File: config.mk
export PLATFORM = sky130hd
export DESIGN_NAME = pole_cell
export DESIGN_NICKNAME = d
export VERILOG_FILES = /design/src/positional_ordered_list_engine_unit_macros.svh /design/src/pole_pkg.sv /design/src/pole_cell.sv
export SDC_FILE = /design/constraint.sdc
export NUM_CORES = 1
export LEC_CHECK = 0
export BUFFER_PORTS_ARGS = -buffer_cell sky130_fd_sc_hd__buf_2
export CORE_ASPECT_RATIO = 0.5
export CORE_MARGIN = 1
export CORE_UTILIZATION = 45
export CTS_CLUSTER_SIZE = 16
export DETAILED_ROUTE_END_ITERATION = 6
export MAX_ROUTING_LAYER = met4
export PLACE_DENSITY = 0.86
export SKIP_CTS_REPAIR_TIMING = 1
export SLEW_MARGIN = 25
export SYNTH_ARGS = -nofsm -noshare
export SYNTH_HDL_FRONTEND = slang
export SYNTH_SLANG_ARGS = --single-unit
File: constraint.sdc
create_clock -name clk -period 6.6 [get_ports clk]
set_clock_uncertainty 0.15 [all_clocks]
set_input_delay 0.33 -clock clk [delete_from_list [all_inputs] [get_ports clk]]
set_output_delay 0.33 -clock clk [all_outputs]
set_load 0.005 [all_outputs]
File: src/positional_ordered_list_engine_unit_macros.svh
// Assertion macros for the positional ordered list engine.
// Used by the top level; expects signals clk and rst in scope.
`ifndef POSITIONAL_ORDERED_LIST_ENGINE_UNIT_MACROS_SVH
`define POSITIONAL_ORDERED_LIST_ENGINE_UNIT_MACROS_SVH

// cond implies conseq in the same cycle
`define POLE_ASSERT_NOW(label, cond, conseq, msg) \
  label: assert property (@(posedge clk) disable iff (rst) (cond) |-> (conseq)) \
    else $error(msg);

// cond implies nxt in the following cycle
`define POLE_ASSERT_NEXT(label, cond, nxt, msg) \
  label: assert property (@(posedge clk) disable iff (rst) (cond) |=> (nxt)) \
    else $error(msg);

`endif

File: src/pole_pkg.sv
// Shared types and codes of the positional ordered list engine.
// No dependencies.
`timescale 1ns / 1ps

package pole_pkg;

  localparam int ACTION_W = 2;
  localparam int POS_W    = 7;
  localparam int VALUE_W  = 32;
  localparam int STATUS_W = 2;

  typedef enum logic [ACTION_W-1:0] {
    ACT_INSERT = 2'd0,
    ACT_DELETE = 2'd1,
    ACT_GET    = 2'd2,
    ACT_LOCATE = 2'd3
  } action_t;

  typedef enum logic [STATUS_W-1:0] {
    ST_OK     = 2'd0,
    ST_EMPTY  = 2'd1,
    ST_BADPOS = 2'd2,
    ST_FULL   = 2'd3
  } status_t;

  // broadcast command to every cell
  typedef struct packed {
    logic ins;
    logic del;
    logic loc;
  } cell_cmd_t;

  // scan wave flag and position travelling down the chain
  typedef struct packed {
    logic             hit;
    logic [POS_W-1:0] fpos;
  } scan_t;

endpackage

File: src/pole_cell.sv
// One storage cell of the list chain: holds one element, shifts with its
// neighbors on insert/delete and forwards the scan wave. Depends on pole_pkg.
`timescale 1ns / 1ps

module pole_cell import pole_pkg::*; #(
  parameter int CAPACITY   = 64,
  parameter int DATA_WIDTH = 32,
  parameter int INDEX      = 0
) (
  input  logic                             clk,
  input  cell_cmd_t                        cmd,
  input  logic [$clog2(CAPACITY)-1:0]      tgt,
  input  logic [$clog2(CAPACITY+1)-1:0]    cnt,
  input  logic [DATA_WIDTH-1:0]            val,
  input  logic [DATA_WIDTH-1:0]            left_value,
  input  logic [DATA_WIDTH-1:0]            right_value,
  output logic [DATA_WIDTH-1:0]            cell_value,
  input  scan_t                            scan_in,
  input  logic [DATA_WIDTH-1:0]            scan_in_value,
  output scan_t                            scan_out,
  output logic [DATA_WIDTH-1:0]            scan_out_value
);

  localparam int IW = $clog2(CAPACITY);
  localparam int CW = $clog2(CAPACITY + 1);
  localparam logic [IW-1:0]    MY_IDX  = IW'(INDEX);
  localparam logic [CW-1:0]    MY_CNT  = CW'(INDEX);
  localparam logic [POS_W-1:0] MY_POS  = POS_W'(INDEX + 1);

  logic  match;
  scan_t scan_next;
  logic [DATA_WIDTH-1:0] scan_value_next;

  always_comb begin
    if (cmd.loc) begin
      match = (MY_CNT < cnt) && (cell_value == val);
    end else begin
      match = (MY_IDX == tgt);
    end
    if (!scan_in.hit && match) begin
      scan_next.hit   = 1'b1;
      scan_next.fpos  = MY_POS;
      scan_value_next = cell_value;
    end else begin
      scan_next       = scan_in;
      scan_value_next = scan_in_value;
    end
  end

  always_ff @(posedge clk) begin
    if (cmd.ins) begin
      if (MY_IDX == tgt) begin
        cell_value <= val;
      end else if (MY_IDX > tgt) begin
        cell_value <= left_value;
      end
    end else if (cmd.del) begin
      if (MY_IDX >= tgt) begin
        cell_value <= right_value;
      end
    end
    scan_out       <= scan_next;
    scan_out_value <= scan_value_next;
  end

endmodule
==> results of run 1 <==
cell families after synthesis:
logic type	count (synthesis)	synth area share
buf+inv	14	0.02293
mux	64	0.2114
flops	72	0.5382
compound gates	33	0.05390
simple gates	62	0.08792
xor+xnor	32	0.08563
metal layers:
layer	routed length [µm]	global-route usage	share of wire	vias up
met5	0	-	0	-
met4	155	0.09299	0.016	0
met3	552	0.08088	0.058	17
met2	4968	0.4445	0.52	111
met1	3882	0.3021	0.41	1352
li1	-	-	-	1440
sequential cells by signal, indices dropped and copies added (netlist names):
register        cells
scan_out            8
scan_out_value     32
cell_value         32
how the worst max path moves through the flow:
| stage | cells past startpoint | slack, ps | end | from |
|---|---|---|---|---|
| detailed placement | 8 | 3480 | scan_out_value[6]$_DFF_P_ | val[26] |
| global route | 7 | 3330 | scan_out_value[6]$_DFF_P_ | cell_value[24]$_DFFE_PP_ |
| floorplan | 4 | 3490 | cell_value[0]$_DFFE_PP_ | tgt[1] |
| CTS | 7 | 3470 | scan_out_value[6]$_DFF_P_ | cell_value[22]$_DFFE_PP_ |
| global placement | 7 | 3170 | scan_out_value[31]$_DFF_P_ | val[26] |
| finish | 7 | 3470 | scan_out_value[6]$_DFF_P_ | cell_value[26]$_DFFE_PP_ |
power by group:
part,total (µW),leakage (µW),switching [µW],internal [µW]
registers,488,0.000636,5.03,483
clock network,550,0.000161,184,366
logic,120,0.00168,52.0,68.1
total,1160,0.00247,241,916
cells in the final DEF (no fill, tap or decap):
cell type,count
a21oi_1,32
buf_2,224
buf_4,3
buf_8,1
bufinv_16,3
clkbuf_16,9
clkinv_1,2
clkinv_2,1
clkinvlp_4,1
dfxtp_1,40
edfxtp_1,32
mux2_2,29
mux2_4,3
mux2i_1,32
nand2_1,1
nand2_2,1
nand3_1,1
nand4_1,2
nor2_1,35
nor2_4,1
nor2b_1,6
nor3_1,3
nor4_1,9
o41ai_4,1
or2_2,1
or3_1,2
xnor2_1,1
xor2_1,31
area by class of cell:
type                       count  area share
tap                           92     0.02384
multi-input combinational    191      0.3019
sequential                    72      0.3649
clock inverter                 7     0.02280
clock buffer                   9     0.04664
timing repair buffer         228      0.2400
worst register-to-register path, stage by stage, from the launching register on:
cell and delay (ps):
edfxtp_1 420, xor2_1 200, nor4_1 480, nand4_1 260
o41ai_4 580, buf_8 230, buf_4 320, mux2_2 390
through the flow:
step	setup WS, ps	utilization	instances
final	3468	0.7041	599
after global routing	3331	0.7041	599
after CTS	3472	0.7041	599
after detailed placement	3476	0.6552	583
after global placement	3168	0.6530	582
after floorplan	3493	-	277
cell usage after synthesis, drive strengths merged:
| cell type | count | area (µm²) |
|---|---|---|
| nand2 | 2 | 7.510 |
| nand4 | 2 | 12.51 |
| nor3 | 3 | 15.01 |
| edfxtp | 32 | 960.9 |
| mux2 | 32 | 371.6 |
| a21oi | 32 | 160.2 |
| xor2 | 31 | 271.5 |
| nor2 | 36 | 135.1 |
| mux2i | 32 | 320.3 |
| or2 | 1 | 6.260 |
| dfxtp | 40 | 800.8 |
| nor2b | 6 | 37.54 |
| o41ai | 1 | 16.27 |
| or3 | 2 | 12.51 |
| nor4 | 9 | 56.30 |
| buf | 5 | 41.28 |
| nand3 | 1 | 5.000 |
| xnor2 | 1 | 8.760 |
| clkbuf | 9 | 33.78 |
==> qor.yml, run 1 <==
outcome:
  status: "finished, final reports clean"
timing:
  hold_ws_ps: 31.33
  fmax_ghz: 0.3193
  setup_tns_ps: 0
  final-max-slew-violation-count: 0
  final_hold_viol_count: 0
  period_needed_ps: 3132
  maxSlewHeadroom: 0.3498
  setup_viol: 0
  post-route-period-util: 0.4745
  rsz0062_at_grt: "no"
  worst_pin_slew_ps: 972.9
setup_path:
  slowest_delay_ps: 580
  crit_buf_inv: 2
  reg2reg_setup_slack_ps: 3470
  crit_chain: "xor2_1, nor4_1, nand4_1, o41ai_4, buf_8, buf_4, mux2_2"
  end_kind: "register"
  required_ps: 6670
  reg2regPathDepth: 7
  cp_top_family: "simple AND/OR/NAND/NOR gates"
  critPathLaunchType: "register"
  r2r_end: "scan_out_value[6]$_DFF_P_"
  r2r-start: "cell_value[26]$_DFFE_PP_"
  cp.arrival_ps: 3200
  crit_slowest_cell: "o41ai_4"
  crit_type: "reg -> reg"
  worst-path-max-fanout: 24
cells_and_area:
  drive_gt1_frac: 0.5483
  synthToLayoutAreaGrowth_pct: 47.52
  seqCellArea_mm2: 0.001762
  multi_input_area_mm2: 0.001458
  antennaDiodeCount: 0
  fin_area_mm2: 0.004828
  num-fill-cells: 536
  fin_nets: 655
placed_design:
  dpl_cell_area_mm2: 0.004493
  portBuffers: 224
  post-dp-hpwl_um: 7285
  gp_congestion: 0.8536
yosys:
  synth.distinct_cells: 22
  synth.net_count: 430
  syn_area_per_cell_um2: 11.82
  synthCells: 277
  syn-cell-area_mm2: 0.003273
  ys_seq_area_frac: 0.5382
  synth-seq-cells: 72
  yosysWarnings: 0
pwr:
  fin_total_pwr_uw: 1157
  powerDensity_mw_per_mm2: 239.7
  p_leak_uw: 0.002473
  peakVddDrop_mv: 0.1437
global_route:
  grt_pass1_vias: 2861
  grt_max_degree: 66
  antenna_found_initial: 0
  grt_util_all_layers: 0.2662
  grt_pass1_wl_um: 14500
  overflow: 0
hold_path:
  hp-class: "in -> reg"
  hold_end: "scan_out[0]$_SDFF_PP1_"
  hold_start: "scan_in[0]"
  min_delay_path_depth: 2
floorplanning:
  fp.dieW_um: 122.6
  core-area_mm2: 0.006858
  rows: 21
  start_util: 0.4773
  io_pins: 225
  dieArea_mm2: 0.007639
  die_y_um: 62.31
clocking:
  clockRootBuffer: "clkbuf_16"
  clk_latency_ps: 330
  cts_tree: "yes"
  htreeDepth: 3
  cts_buffers: 9
  clk_pin_slew_ps: 60
  cts_buffer_depth: 2
  cts.sinks: 72
detailed_routing:
  wl_per_cell_um: 15.96
  totalWireLength_um: 9558
  antenna_left: 0
  first_iter_violations: 126
  drt-pass1-iter-count: 4
  drc_errors: 0
  vias_per_cell: 4.875
  routed-via-count: 2920
job:
  cap_violations: 0
No activity file was read; power rests on OpenSTA's default activity.
==> inputs of run 2 (changes only) <==
--- a/config.mk
+++ b/config.mk
@@ -8,11 +8,11 @@
 export BUFFER_PORTS_ARGS = -buffer_cell sky130_fd_sc_hd__buf_2
 export CORE_ASPECT_RATIO = 0.5
 export CORE_MARGIN = 1
-export CORE_UTILIZATION = 45
+export CORE_UTILIZATION = 42
 export CTS_CLUSTER_SIZE = 16
 export DETAILED_ROUTE_END_ITERATION = 6
 export MAX_ROUTING_LAYER = met4
-export PLACE_DENSITY = 0.86
+export PLACE_DENSITY = 0.81
 export SKIP_CTS_REPAIR_TIMING = 1
 export SLEW_MARGIN = 25
 export SYNTH_ARGS = -nofsm -noshare
==> constraint.sdc (replaced) <==
create_clock -name clk -period 3.2 [get_ports clk]
set_clock_uncertainty 0.15 [all_clocks]
set_input_delay 0.16 -clock clk [delete_from_list [all_inputs] [get_ports clk]]
set_output_delay 0.16 -clock clk [all_outputs]
set_load 0.005 [all_outputs]
==> run 2 against run 1 <==
- the flow now finishes with violations (negative hold slack)
- register-to-register slack lost 3000 ps
- via count increased by 7.8%
- routed wire length increased by 11%
- utilization fell by 0.17 points
- cell count is 7.7% higher
- sequential power increased by 110%
- power up 99%
- global-route usage shrank 2.0 points
- critical path depth fell by 1
- cell area grew 8.1%
- critical path type unchanged
==> qor.yml, run 2 (synthesis gave the netlist of run 1 again) <==
pwr:
  peakVddDrop_mv: 0.2852  # +98%
  p_leak_uw: 0.002632  # +6.4%
  powerDensity_mw_per_mm2: 442.0  # +84%
timing:
  period_needed_ps: 2719  # -412.8 ps
  setup_viol: 0  # unchanged
  setup_tns_ps: 0  # unchanged
  final-max-slew-violation-count: 0  # unchanged
  maxSlewHeadroom: 0.5780  # +0.2281
  post-route-period-util: 0.8496  # +0.3752
  fmax_ghz: 0.3678  # +15%
  final_hold_viol_count: 1  # +1
  worst_pin_slew_ps: 633.0  # -339.9 ps
  hold_ws_ps: -4.590  # -35.92 ps
  rsz0062_at_grt: "no"
placed_design:
  gp_congestion: 0.8601  # +0.76%
  post-dp-hpwl_um: 7427  # +1.9%
  portBuffers: 224  # unchanged
  place_inst: 588  # +0.86%
cells_and_area:
  num-fill-cells: 571  # +6.5%
  top_regs: "cell_value x32, scan_out_value x32, scan_out x8"
  antennaDiodeCount: 0  # unchanged
  final_cell_mix: "224 x buf_2, 41 x dlygate4sd3_1, 40 x dfxtp_1"
  synthToLayoutAreaGrowth_pct: 59.48
  final_cells: 645  # +7.7%
  fin_nets: 697  # +6.4%
  final_common_cell: "buf_2"
  drive_gt1_frac: 0.5118  # -0.03648
detailed_routing:
  drt-pass1-iter-count: 5  # +1
  drc_errors: 0  # unchanged
  first_iter_violations: 207  # +64%
  totalWireLength_um: 10580  # +11%
  routed-via-count: 3147  # +7.8%
  antenna_left: 0  # unchanged
  wl_per_cell_um: 16.41  # +2.8%
  vias_per_cell: 4.879  # about the same
setup_path:
  cp.arrival_ps: 2780  # -420 ps
  r2r_end: "scan_out_value[16]$_DFF_P_"
  reg2reg_setup_slack_ps: 480  # -2990 ps
  crit_type: "reg -> reg"
  required_ps: 3270  # -3400 ps
  end_kind: "register"
  critPathLaunchType: "register"
  worst-path-max-fanout: 27  # +13%
  reg2regPathDepth: 6  # -1
  r2r-start: "cell_value[26]$_DFFE_PP_"
clocking:
  clk_pin_slew_ps: 60  # about the same
  cts_tree: "yes"
  cts_buffers: 9  # unchanged
  cts.sinks: 72  # unchanged
  clockRootBuffer: "clkbuf_16"
  cts_buffer_depth: 2  # unchanged
  clk_latency_ps: 330  # about the same
  htreeDepth: 3  # unchanged
floorplanning:
  fp.dieW_um: 126.8  # +3.5%
  dieArea_mm2: 0.008172  # +7.0%
  start_util: 0.4404  # -0.03688
  core-area_mm2: 0.007432  # +8.4%
  rows: 22  # +4.8%
  io_pins: 225  # unchanged
  die_y_um: 64.43  # +3.4%
outcome:
  failed_checks: "negative hold slack"
  status: "finished, violations left"
global_route:
  overflow: 0  # unchanged
  grt_pass1_vias: 2889  # +0.98%
  grt_max_degree: 35  # -47%
  antenna_found_initial: 0  # unchanged
  grt_util_all_layers: 0.2464  # -0.01979
  grt_pass1_wl_um: 14570  # +0.48%
hold_path:
  min_delay_path_depth: 3  # +1
  hold_end: "cell_value[15]$_DFFE_PP_"
  hp-class: "in -> reg"
  hold_start: "right_value[15]"
job:
  cap_violations: 0  # unchanged
-- run 2: cell count changes in the layout (fill, tap and decap cells not counted) --
| cell | delta |
|---|---|
| dlygate4sd3_1 | +41 |
| bufinv_16 | -3 |
| buf_4 | +2 |
| clkbuf_16 | +2 |
| clkinv_1 | -2 |
| clkinvlp_4 | +2 |
| buf_8 | -1 |
| clkinv_4 | +1 |
-- run 2: cell type report --
type	instances	area (µm²)	share of cell area
flip-flops and latches	72	1762	0.3375
well taps	96	120.1	0.02301
clock inverters	5	36.28	0.006951
clock buffers	11	275.3	0.05273
multi-input cells	191	1458	0.2792
repair buffers	270	1569	0.3006
-- run 2: through the flow --
stage / area [µm²] / power (µW) / hold slack, ps / util / setup slack, ps
floorplan: 3273 / 1121 / 113.6 / - / 262.5
detailed placement: 4498 / 1272 / 208.2 / 0.6052 / 555.0
finish: 5220 / 2307 / -4.590 / 0.7024 / 481.2
global route: 5220 / 2388 / 3.675 / 0.7024 / 390.7
global placement: 4498 / 1266 / 202.5 / 0.6052 / 592.1
CTS: 4810 / 2276 / -133.5 / 0.6471 / 534.8
-- run 2: routing by layer --
layer	wire [µm]	share of wire	GRT usage	up-vias
met5	0	0	-	-
met4	133	0.013	0.06696	0
met3	525	0.050	0.06193	14
met2	5683	0.54	0.4341	113
met1	4240	0.40	0.2836	1491
li1	-	-	-	1529
-- run 2: worst max path at each step --
stage / slack [ps] / startpoint / end / cells past startpoint
final: 480 / cell_value[26]$_DFFE_PP_ / scan_out_value[16]$_DFF_P_ / 6
after global routing: 390 / cell_value[26]$_DFFE_PP_ / scan_out_value[13]$_DFF_P_ / 6
after CTS: 530 / cell_value[26]$_DFFE_PP_ / scan_out_value[25]$_DFF_P_ / 6
after detailed placement: 550 / cell_value[26]$_DFFE_PP_ / scan_out_value[27]$_DFF_P_ / 6
after global placement: 590 / cell_value[26]$_DFFE_PP_ / scan_out_value[18]$_DFF_P_ / 6
after floorplan: 260 / tgt[1] / cell_value[0]$_DFFE_PP_ / 4
-- run 2: report_power, final --
group / internal, µW / switching [µW] / total (µW)
Combinational: 173 / 119 / 292
Clock: 619 / 392 / 1010
Sequential: 995 / 10.1 / 1010
Total: 1790 / 520 / 2310
-- run 2: worst max-delay path, cell delays in order, from the launching register on --
cell	delay, ps
edfxtp_1	430
xor2_1	190
nor4_1	480
nand4_1	260
o41ai_4	270
buf_4	420
mux2_2	390
